### config.mk
export PLATFORM = sky130hd
export DESIGN_NAME = unsigned_binary_alu_flat
export DESIGN_NICKNAME = d
export VERILOG_FILES = /design/src/uba_pkg.sv /design/src/uba_if.sv /design/src/uba_dp.sv /design/src/uba_ctrl.sv /design/src/unsigned_binary_alu.sv /design/src/flat_wrapper.sv
export SDC_FILE = /design/constraint.sdc
export NUM_CORES = 1
export LEC_CHECK = 0
export ABC_AREA = 1
export BUFFER_PORTS_ARGS = -buffer_cell sky130_fd_sc_hd__buf_2
export CAP_MARGIN = 20
export CORE_UTILIZATION = 45
export CTS_BUF_LIST = sky130_fd_sc_hd__clkbuf_8
export DETAILED_ROUTE_END_ITERATION = 8
export PLACE_DENSITY = 0.65
export SYNTH_ARGS = -nofsm -noshare
export SYNTH_HDL_FRONTEND = slang
export SYNTH_SLANG_ARGS = --single-unit
### constraint.sdc
create_clock -name clk_i -period 5.45 [get_ports clk_i]
set_clock_uncertainty 0.2 [all_clocks]
set_input_delay 0.8175 -clock clk_i [delete_from_list [all_inputs] [get_ports clk_i]]
set_output_delay 0.8175 -clock clk_i [all_outputs]
set_load 0.02 [all_outputs]
### src/uba_pkg.sv
// Shared types and constants for the unsigned binary ALU.
package uba_pkg;

  // Fixed widths of the channel fields.
  localparam int KindW    = 4;
  localparam int OperandW = 32;
  localparam int ResultW  = 64;

  // Default operand width; the top level may narrow it.
  localparam int DefWidth = 32;

  typedef enum logic [KindW-1:0] {
    OpAdd = 4'd0,
    OpSub = 4'd1,
    OpMul = 4'd2,
    OpDiv = 4'd3,
    OpAnd = 4'd4,
    OpOr  = 4'd5,
    OpXor = 4'd6,
    OpNot = 4'd7,
    OpGt  = 4'd8
  } op_e;

  // Controller to datapath.
  typedef struct packed {
    logic load;     // latch the incoming request
    logic init;     // set up the shift-add / divide accumulator
    logic step;     // one multiply or divide iteration
    logic capture;  // write the result into the output register
  } cmd_t;

  // Datapath to controller.
  typedef struct packed {
    logic iterative;  // held operation needs the bit-serial unit
  } sts_t;

endpackage

### src/uba_if.sv
// Request and response channel interfaces of the unsigned binary ALU.
interface uba_req_if;
  logic                          valid;
  logic                          ready;
  logic [uba_pkg::KindW-1:0]     kind;
  logic [uba_pkg::OperandW-1:0]  operand_a;
  logic [uba_pkg::OperandW-1:0]  operand_b;

  modport source (output valid, output kind, output operand_a, output operand_b,
                  input ready);
  modport sink   (input valid, input kind, input operand_a, input operand_b,
                  output ready);
endinterface

interface uba_rsp_if;
  logic                          valid;
  logic                          ready;
  logic [uba_pkg::ResultW-1:0]   result_value;
  logic                          error_flag;

  modport source (output valid, output result_value, output error_flag,
                  input ready);
  modport sink   (input valid, input result_value, input error_flag,
                  output ready);
endinterface

### src/uba_dp.sv
// Datapath of the unsigned binary ALU: operand registers, shift-add / restoring
// divide accumulator, result logic and output register.
module uba_dp #(
  parameter int WIDTH = uba_pkg::DefWidth
) (
  input  logic                          clk_i,
  input  logic [uba_pkg::KindW-1:0]     kind_i,
  input  logic [uba_pkg::OperandW-1:0]  operand_a_i,
  input  logic [uba_pkg::OperandW-1:0]  operand_b_i,
  input  uba_pkg::cmd_t                 cmd_i,
  output uba_pkg::sts_t                 sts_o,
  output logic [uba_pkg::ResultW-1:0]   result_value_o,
  output logic                          error_flag_o
);

  localparam int ResW    = uba_pkg::ResultW;
  localparam int SmearN  = $clog2(WIDTH);

  uba_pkg::op_e         kind_q;
  logic [WIDTH-1:0]     a_q, b_q;
  logic [2*WIDTH-1:0]   acc_q, acc_d;
  logic [ResW-1:0]      res_q;
  logic                 flag_q;

  logic [WIDTH-1:0]     acc_hi, acc_lo;
  logic [WIDTH:0]       mul_sum;
  logic [WIDTH:0]       div_trial, div_diff;
  logic                 div_ge;
  logic [WIDTH-1:0]     div_rem;
  logic [WIDTH:0]       add_sum, sub_diff;
  logic [WIDTH-1:0]     sig_mask;
  logic [2*WIDTH-1:0]   res_w;
  logic                 flag_w;

  always_ff @(posedge clk_i) begin
    if (cmd_i.load) begin
      kind_q <= uba_pkg::op_e'(kind_i);
      a_q    <= operand_a_i[WIDTH-1:0];
      b_q    <= operand_b_i[WIDTH-1:0];
    end
    acc_q <= acc_d;
    if (cmd_i.capture) begin
      res_q  <= ResW'(res_w);
      flag_q <= flag_w;
    end
  end

  assign acc_hi = acc_q[2*WIDTH-1:WIDTH];
  assign acc_lo = acc_q[WIDTH-1:0];

  // Multiply: add a into the top half when the low bit is set, then shift right.
  assign mul_sum = {1'b0, acc_hi} + {1'b0, (acc_lo[0] ? a_q : {WIDTH{1'b0}})};

  // Divide: top half is the partial remainder, bottom half shifts the
  // dividend out and the quotient in.
  assign div_trial = {acc_hi, acc_lo[WIDTH-1]};
  assign div_diff  = div_trial - {1'b0, b_q};
  assign div_ge    = (div_trial >= {1'b0, b_q});
  assign div_rem   = div_ge ? div_diff[WIDTH-1:0] : div_trial[WIDTH-1:0];

  always_comb begin
    acc_d = acc_q;
    if (cmd_i.init) begin
      acc_d = {{WIDTH{1'b0}}, (kind_q == uba_pkg::OpMul) ? b_q : a_q};
    end else if (cmd_i.step) begin
      if (kind_q == uba_pkg::OpMul) begin
        acc_d = {mul_sum, acc_lo[WIDTH-1:1]};
      end else begin
        acc_d = {div_rem, acc_lo[WIDTH-2:0], div_ge};
      end
    end
  end

  assign sts_o.iterative = (kind_q == uba_pkg::OpMul) || (kind_q == uba_pkg::OpDiv);

  assign add_sum  = {1'b0, a_q} + {1'b0, b_q};
  assign sub_diff = {1'b0, a_q} - {1'b0, b_q};

  // Ones from the top set bit of a downwards; bit 0 always counts.
  always_comb begin
    sig_mask = a_q;
    for (int s = 0; s < SmearN; s++) begin
      sig_mask = sig_mask | (sig_mask >> (1 << s));
    end
    sig_mask[0] = 1'b1;
  end

  always_comb begin
    res_w  = '0;
    flag_w = 1'b0;
    unique case (kind_q)
      uba_pkg::OpAdd: res_w = {{(WIDTH-1){1'b0}}, add_sum};
      uba_pkg::OpSub: begin
        res_w  = {{WIDTH{1'b0}}, sub_diff[WIDTH-1:0]};
        flag_w = sub_diff[WIDTH];
      end
      uba_pkg::OpMul: res_w = acc_q;
      uba_pkg::OpDiv: begin
        if (b_q == '0) begin
          flag_w = 1'b1;
        end else begin
          res_w = {{WIDTH{1'b0}}, acc_lo};
        end
      end
      uba_pkg::OpAnd: res_w = {{WIDTH{1'b0}}, a_q & b_q};
      uba_pkg::OpOr:  res_w = {{WIDTH{1'b0}}, a_q | b_q};
      uba_pkg::OpXor: res_w = {{WIDTH{1'b0}}, a_q ^ b_q};
      uba_pkg::OpNot: res_w = {{WIDTH{1'b0}}, ~a_q & sig_mask};
      uba_pkg::OpGt:  res_w = {{(2*WIDTH-1){1'b0}}, (a_q > b_q)};
      default: begin
        res_w  = '0;
        flag_w = 1'b0;
      end
    endcase
  end

  assign result_value_o = res_q;
  assign error_flag_o   = flag_q;

endmodule

### src/uba_ctrl.sv
// Controller of the unsigned binary ALU: request sequencing, iteration count
// and output register occupancy.
module uba_ctrl #(
  parameter int WIDTH = uba_pkg::DefWidth
) (
  input  logic           clk_i,
  input  logic           rst_ni,
  input  logic           req_valid_i,
  output logic           req_ready_o,
  output logic           rsp_valid_o,
  input  logic           rsp_ready_i,
  output uba_pkg::cmd_t  cmd_o,
  input  uba_pkg::sts_t  sts_i
);

  localparam int CntW = $clog2(WIDTH);
  localparam logic [CntW-1:0] LastCnt = CntW'(WIDTH - 1);

  typedef enum logic [3:0] {
    Idle  = 4'b0001,
    Start = 4'b0010,
    Iter  = 4'b0100,
    Done  = 4'b1000
  } state_e;

  state_e          state_q, state_d;
  logic [CntW-1:0] cnt_q, cnt_d;
  logic            out_vld_q, out_vld_d;
  logic            req_fire;

  assign req_ready_o = (state_q == Idle);
  assign req_fire    = req_valid_i && req_ready_o;

  always_comb begin
    state_d   = state_q;
    cnt_d     = cnt_q;
    cmd_o     = '0;
    out_vld_d = out_vld_q && !rsp_ready_i;
    unique case (state_q)
      Idle: begin
        if (req_valid_i) begin
          cmd_o.load = 1'b1;
          state_d    = Start;
        end
      end
      Start: begin
        cmd_o.init = 1'b1;
        cnt_d      = '0;
        state_d    = sts_i.iterative ? Iter : Done;
      end
      Iter: begin
        cmd_o.step = 1'b1;
        cnt_d      = cnt_q + 1'b1;
        if (cnt_q == LastCnt) begin
          state_d = Done;
        end
      end
      Done: begin
        // wait for the output register to drain
        if (!out_vld_q || rsp_ready_i) begin
          cmd_o.capture = 1'b1;
          out_vld_d     = 1'b1;
          state_d       = Idle;
        end
      end
      default: state_d = Idle;
    endcase
  end

  always_ff @(posedge clk_i or negedge rst_ni) begin
    if (!rst_ni) begin
      state_q   <= Idle;
      cnt_q     <= '0;
      out_vld_q <= 1'b0;
    end else begin
      state_q   <= state_d;
      cnt_q     <= cnt_d;
      out_vld_q <= out_vld_d;
    end
  end

  assign rsp_valid_o = out_vld_q;

  a_fire_starts: assert property (@(posedge clk_i) disable iff (!rst_ni)
    req_fire |=> state_q == Start)
    else $error("accepted request did not start");

  a_short_op_skips_iter: assert property (@(posedge clk_i) disable iff (!rst_ni)
    (state_q == Start) && !sts_i.iterative |=> state_q == Done)
    else $error("single-cycle operation entered iteration");

  a_iter_ends: assert property (@(posedge clk_i) disable iff (!rst_ni)
    (state_q == Iter) && (cnt_q == LastCnt) |=> state_q == Done)
    else $error("iteration count overran");

  a_done_waits: assert property (@(posedge clk_i) disable iff (!rst_ni)
    (state_q == Done) && out_vld_q && !rsp_ready_i |=> (state_q == Done) && out_vld_q)
    else $error("result overwrote an untaken response");

endmodule

### src/unsigned_binary_alu.sv
// Top level of the unsigned binary ALU.
// Usage: a request on req_i carries kind, operand_a and operand_b; only the
// low WIDTH bits of each operand count. One response on rsp_o follows each
// request with result_value and error_flag. Both channels move a request
// when valid and ready are high at a rising edge of clk_i.
// Sequence: add, sub, logic ops, not and greater pass from Idle through Start
// to Done, where the result is registered, and back to Idle for the next request.
// Multiply and divide run a bit-serial unit, one bit per cycle over WIDTH
// bits, in Iter between Start and Done; the next request is taken only after
// Done. The shared shift-add / restoring divide accumulator sets that pace.
// The response sits in an output register, so the next request is taken
// while an earlier response still waits; a finished result then waits in
// the controller until the receiver drains the register.
// Reset (rst_ni low, asynchronous) empties the output register and returns
// the controller to idle; no request or response is in flight afterwards.
module unsigned_binary_alu #(
  parameter int WIDTH = uba_pkg::DefWidth
) (
  input  logic      clk_i,
  input  logic      rst_ni,
  uba_req_if.sink   req_i,
  uba_rsp_if.source rsp_o
);

  uba_pkg::cmd_t cmd;
  uba_pkg::sts_t sts;

  uba_ctrl #(
    .WIDTH(WIDTH)
  ) u_ctrl (
    .clk_i       (clk_i),
    .rst_ni      (rst_ni),
    .req_valid_i (req_i.valid),
    .req_ready_o (req_i.ready),
    .rsp_valid_o (rsp_o.valid),
    .rsp_ready_i (rsp_o.ready),
    .cmd_o       (cmd),
    .sts_i       (sts)
  );

  uba_dp #(
    .WIDTH(WIDTH)
  ) u_dp (
    .clk_i          (clk_i),
    .kind_i         (req_i.kind),
    .operand_a_i    (req_i.operand_a),
    .operand_b_i    (req_i.operand_b),
    .cmd_i          (cmd),
    .sts_o          (sts),
    .result_value_o (rsp_o.result_value),
    .error_flag_o   (rsp_o.error_flag)
  );

endmodule
### src/flat_wrapper.sv
// flat-port wrapper written by rule: the top's interface ports become plain ports
module unsigned_binary_alu_flat 
#(
  parameter int WIDTH = uba_pkg::DefWidth
)
  (clk_i, rst_ni, req_i_valid, req_i_kind, req_i_operand_a, req_i_operand_b, req_i_ready, rsp_o_valid, rsp_o_result_value, rsp_o_error_flag, rsp_o_ready);
  uba_req_if req_i_i ();
  uba_rsp_if rsp_o_i ();
  input  logic clk_i;
  input  logic rst_ni;
  input wire logic [$bits(req_i_i.valid)-1:0] req_i_valid;
  input wire logic [$bits(req_i_i.kind)-1:0] req_i_kind;
  input wire logic [$bits(req_i_i.operand_a)-1:0] req_i_operand_a;
  input wire logic [$bits(req_i_i.operand_b)-1:0] req_i_operand_b;
  output wire logic [$bits(req_i_i.ready)-1:0] req_i_ready;
  output wire logic [$bits(rsp_o_i.valid)-1:0] rsp_o_valid;
  output wire logic [$bits(rsp_o_i.result_value)-1:0] rsp_o_result_value;
  output wire logic [$bits(rsp_o_i.error_flag)-1:0] rsp_o_error_flag;
  input wire logic [$bits(rsp_o_i.ready)-1:0] rsp_o_ready;
  assign req_i_i.valid = req_i_valid;
  assign req_i_i.kind = req_i_kind;
  assign req_i_i.operand_a = req_i_operand_a;
  assign req_i_i.operand_b = req_i_operand_b;
  assign req_i_ready = req_i_i.ready;
  assign rsp_o_valid = rsp_o_i.valid;
  assign rsp_o_result_value = rsp_o_i.result_value;
  assign rsp_o_error_flag = rsp_o_i.error_flag;
  assign rsp_o_i.ready = rsp_o_ready;
  unsigned_binary_alu #(.WIDTH(WIDTH)) u_core (.clk_i(clk_i), .rst_ni(rst_ni), .req_i(req_i_i), .rsp_o(rsp_o_i));
endmodule
==> flow_summary.ini <==
[layout]
nets = 3304
fin_util = 0.511
antennaDiodeCount = 0
nFillCells = 4409
drive_gt1_frac = 0.0843
areaGrowthSynthToFinish_pct = 10.8

[clocking]
post-cts-setup-buffers = 0
cts_buffer_depth = 3
h-tree-depth = 2
cts_tree = built
clock_sinks = 207
cts_buffers = 42
clockRootBuffer = clkbuf_8
clkTransAtPathRegs_ns = 0.06
ctsHoldBuffers = 1
ctsResizeCount = 0
clk_latency_ns = 0.63

[synthesis]
synth_top_family_by_area = simple AND/OR/NAND/NOR gates
synth_flop_cell = edfxtp_1
synth_warnings = 0
synthArstFlopShare = 0.0483
synth_nets = 3186
synth_edf_count = 165
netlist_instances = 2948
ys_ff_latch = 207
synth.distinct_cells = 60
syn_area_mm2 = 0.0195
synthAdderAreaFrac = 0.108
synth_compound_area_frac = 0.156
synthMuxAreaShare = 0
synth_xor_area_frac = 0.0121
ys_seq_area_frac = 0.300
synth.avg_cell_area_um2 = 6.62
synthSimpleGateAreaFrac = 0.316

[setup_path]
crit_arrival_ns = 3.93
critPathKind = reg2reg
crit_path_end_kind = flip-flop
crit_fanout = 18
rr_worst_depth = 20
crit_required_ns = 5.75
crit_path_start_kind = flip-flop

[drt]
drtIter0Drc = 2761
vias_per_cell = 5.77
drcViolationCount = 0
wl_per_cell_um = 21.8
first_pass_iters = 8
routed_wl_um = 80300
ant_nets = 0
vias = 21200

[timing]
postLayoutSetupSlackWorst_ns = 1.82
hold_viol = 0
tns_ns = 0
min_period_over_period = 0.667
drv_slew = 0
fin_crit_ns = 3.63
worst_slew_pin_slew_ns = 1.11
relSlewSlack = 0.263
setup_viol = 0
fmax_ghz = 0.275
rsz0062_at_grt = false

[global_route]
antenna_found_initial = 2
overflow = 0
track_usage = 0.360
grt_pass1_wl_um = 119000
grt_max_degree = 65
first_global_vias = 19400

[place]
io_buffers = 138
dp_hpwl_um = 64000
gp_congestion = 1.03
place_ws_ns = 1.89

[die]
dieWidth_um = 210
initial_core_util = 0.461
dieHeight_um = 210
num_io_pins = 139
dieArea_mm2 = 0.0442
num_rows = 75
coreArea_mm2 = 0.0423

[job]
max-cap-violations = 0

[worst_hold_path]
hp-class = in2reg
hold_path_depth = 1

[power_and_ir_drop]
ir_worst_vdd_mv = 0.651
p_per_area_mw_per_mm2 = 600
static-leakage-power_nw = 10.5

[outcome]
outcome = completed
per-layer routing:
metal | wire length (µm) | track usage | up-vias
li1 | - | - | 9973
met1 | 35300 | 0.517 | 9886
met2 | 34100 | 0.542 | 1187
met3 | 8230 | 0.0629 | 158
met4 | 2620 | 0.126 | 2
met5 | 12 | 0 | -
placed cells by master (no fill, tap or decap), drive strengths merged, types with 23 or more instances in the layout:
master / count
clkbuf: 45
dfxtp: 32
nor3: 43
buf: 156
nand4: 38
edfxtp: 165
o22ai: 23
a21oi: 225
ha: 162
o21bai: 23
nand3: 240
nand2: 805
inv: 474
o21ai: 163
nor2: 311
through the flow:
stage               cells  hold slack [ns]  cell area (µm²)  power (mW)
finish               3674            0.167            21600        13.0
global route         3674            0.160            21600        13.9
floorplan            2948            0.265            19500        8.30
global placement     3596            0.289            20700        10.9
CTS                  3673            0.137            21600        12.8
detailed placement   3597            0.303            20700        10.9
sequential cells by signal, indices dropped and copies added (netlist names):
name / count
u_core.u_ctrl.state_q: 4
u_core.u_dp.result_value_o: 64
u_core.u_dp.b_q: 32
u_core.u_ctrl.rsp_valid_o: 1
u_core.u_dp.error_flag_o: 1
u_core.u_dp.kind_q: 4
u_core.u_ctrl.cnt_q: 5
u_core.u_dp.acc_q: 64
u_core.u_dp.a_q: 32
cell families after synthesis:
| group | after synthesis |
|---|---|
| AOI/OAI and AO/OA | 533 |
| xor gates and xnor gates | 27 |
| adders and majority gates | 166 |
| buffers and inverters | 546 |
| DFF | 207 |
| and+or+nand+nor | 1469 |
area by class of cell:
class                   count  area, µm²  area share
multi-input cells        2195      11600       0.536
clock inverters            30        236      0.0109
clock buffers              45        619      0.0286
well taps                 577        722      0.0334
repair buffers            157        881      0.0407
inverters                 463       1740      0.0804
flip-flops and latches    207       5850       0.270
synthesized netlist by cell type, drive strengths merged, types with 11 or more instances:
cell	n	share of area
a211oi	13	0.0050
a21oi	225	0.058
a221oi	11	0.0049
a31oi	18	0.0058
a32oi	14	0.0063
buf	34	0.0099
clkbuf	49	0.0095
dfxtp	32	0.033
edfxtp	165	0.25
ha	162	0.10
inv	462	0.089
nand2	805	0.16
nand3	240	0.062
nand4	38	0.013
nor2	311	0.062
nor3	43	0.012
o21ai	163	0.042
o21bai	23	0.0089
o22ai	23	0.0074
xor2	17	0.0076
power breakdown:
group / leakage, nW / internal [mW] / switching (mW)
Combinational: 8.07 / 2.38 / 5.83
Clock: 0.476 / 0.952 / 0.801
Sequential: 1.93 / 2.38 / 0.647
worst max-delay path, stage by stage, from the launching register on:
cell and delay (ns):
edfxtp_1 0.88, buf_16 0.24, nand2_1 0.07, inv_1 0.06, ha_1 0.16, inv_1 0.06, fa_1 0.40, inv_1 0.11
nand3_1 0.08, nand3_1 0.21, nand2_1 0.08, nand2_1 0.13, nand3_1 0.12, nand2_1 0.24, nand2_1 0.11, nand2_1 0.08
nand2_1 0.05, nand3_1 0.06, nand3_1 0.08, nand2_1 0.09, inv_1 0.03
path summary, 6_finish.rpt:
check / from / endpoint / slack [ns]
min in group asynchronous: rst_ni / u_core.u_ctrl.state_q[1] / 0.42
max in group asynchronous: rst_ni / u_core.u_ctrl.state_q[0] / 4.38
max: u_core.u_dp.acc_q[0] / u_core.u_dp.acc_q[61] / 1.82
min reg2reg: u_core.u_dp.acc_q[48] / u_core.u_dp.acc_q[48] / 0.31
max reg2reg: u_core.u_dp.acc_q[0] / u_core.u_dp.acc_q[61] / 1.82
min: req_i_operand_b[29] / u_core.u_dp.b_q[29] / 0.17
No activity file was read; power rests on OpenSTA's default activity.
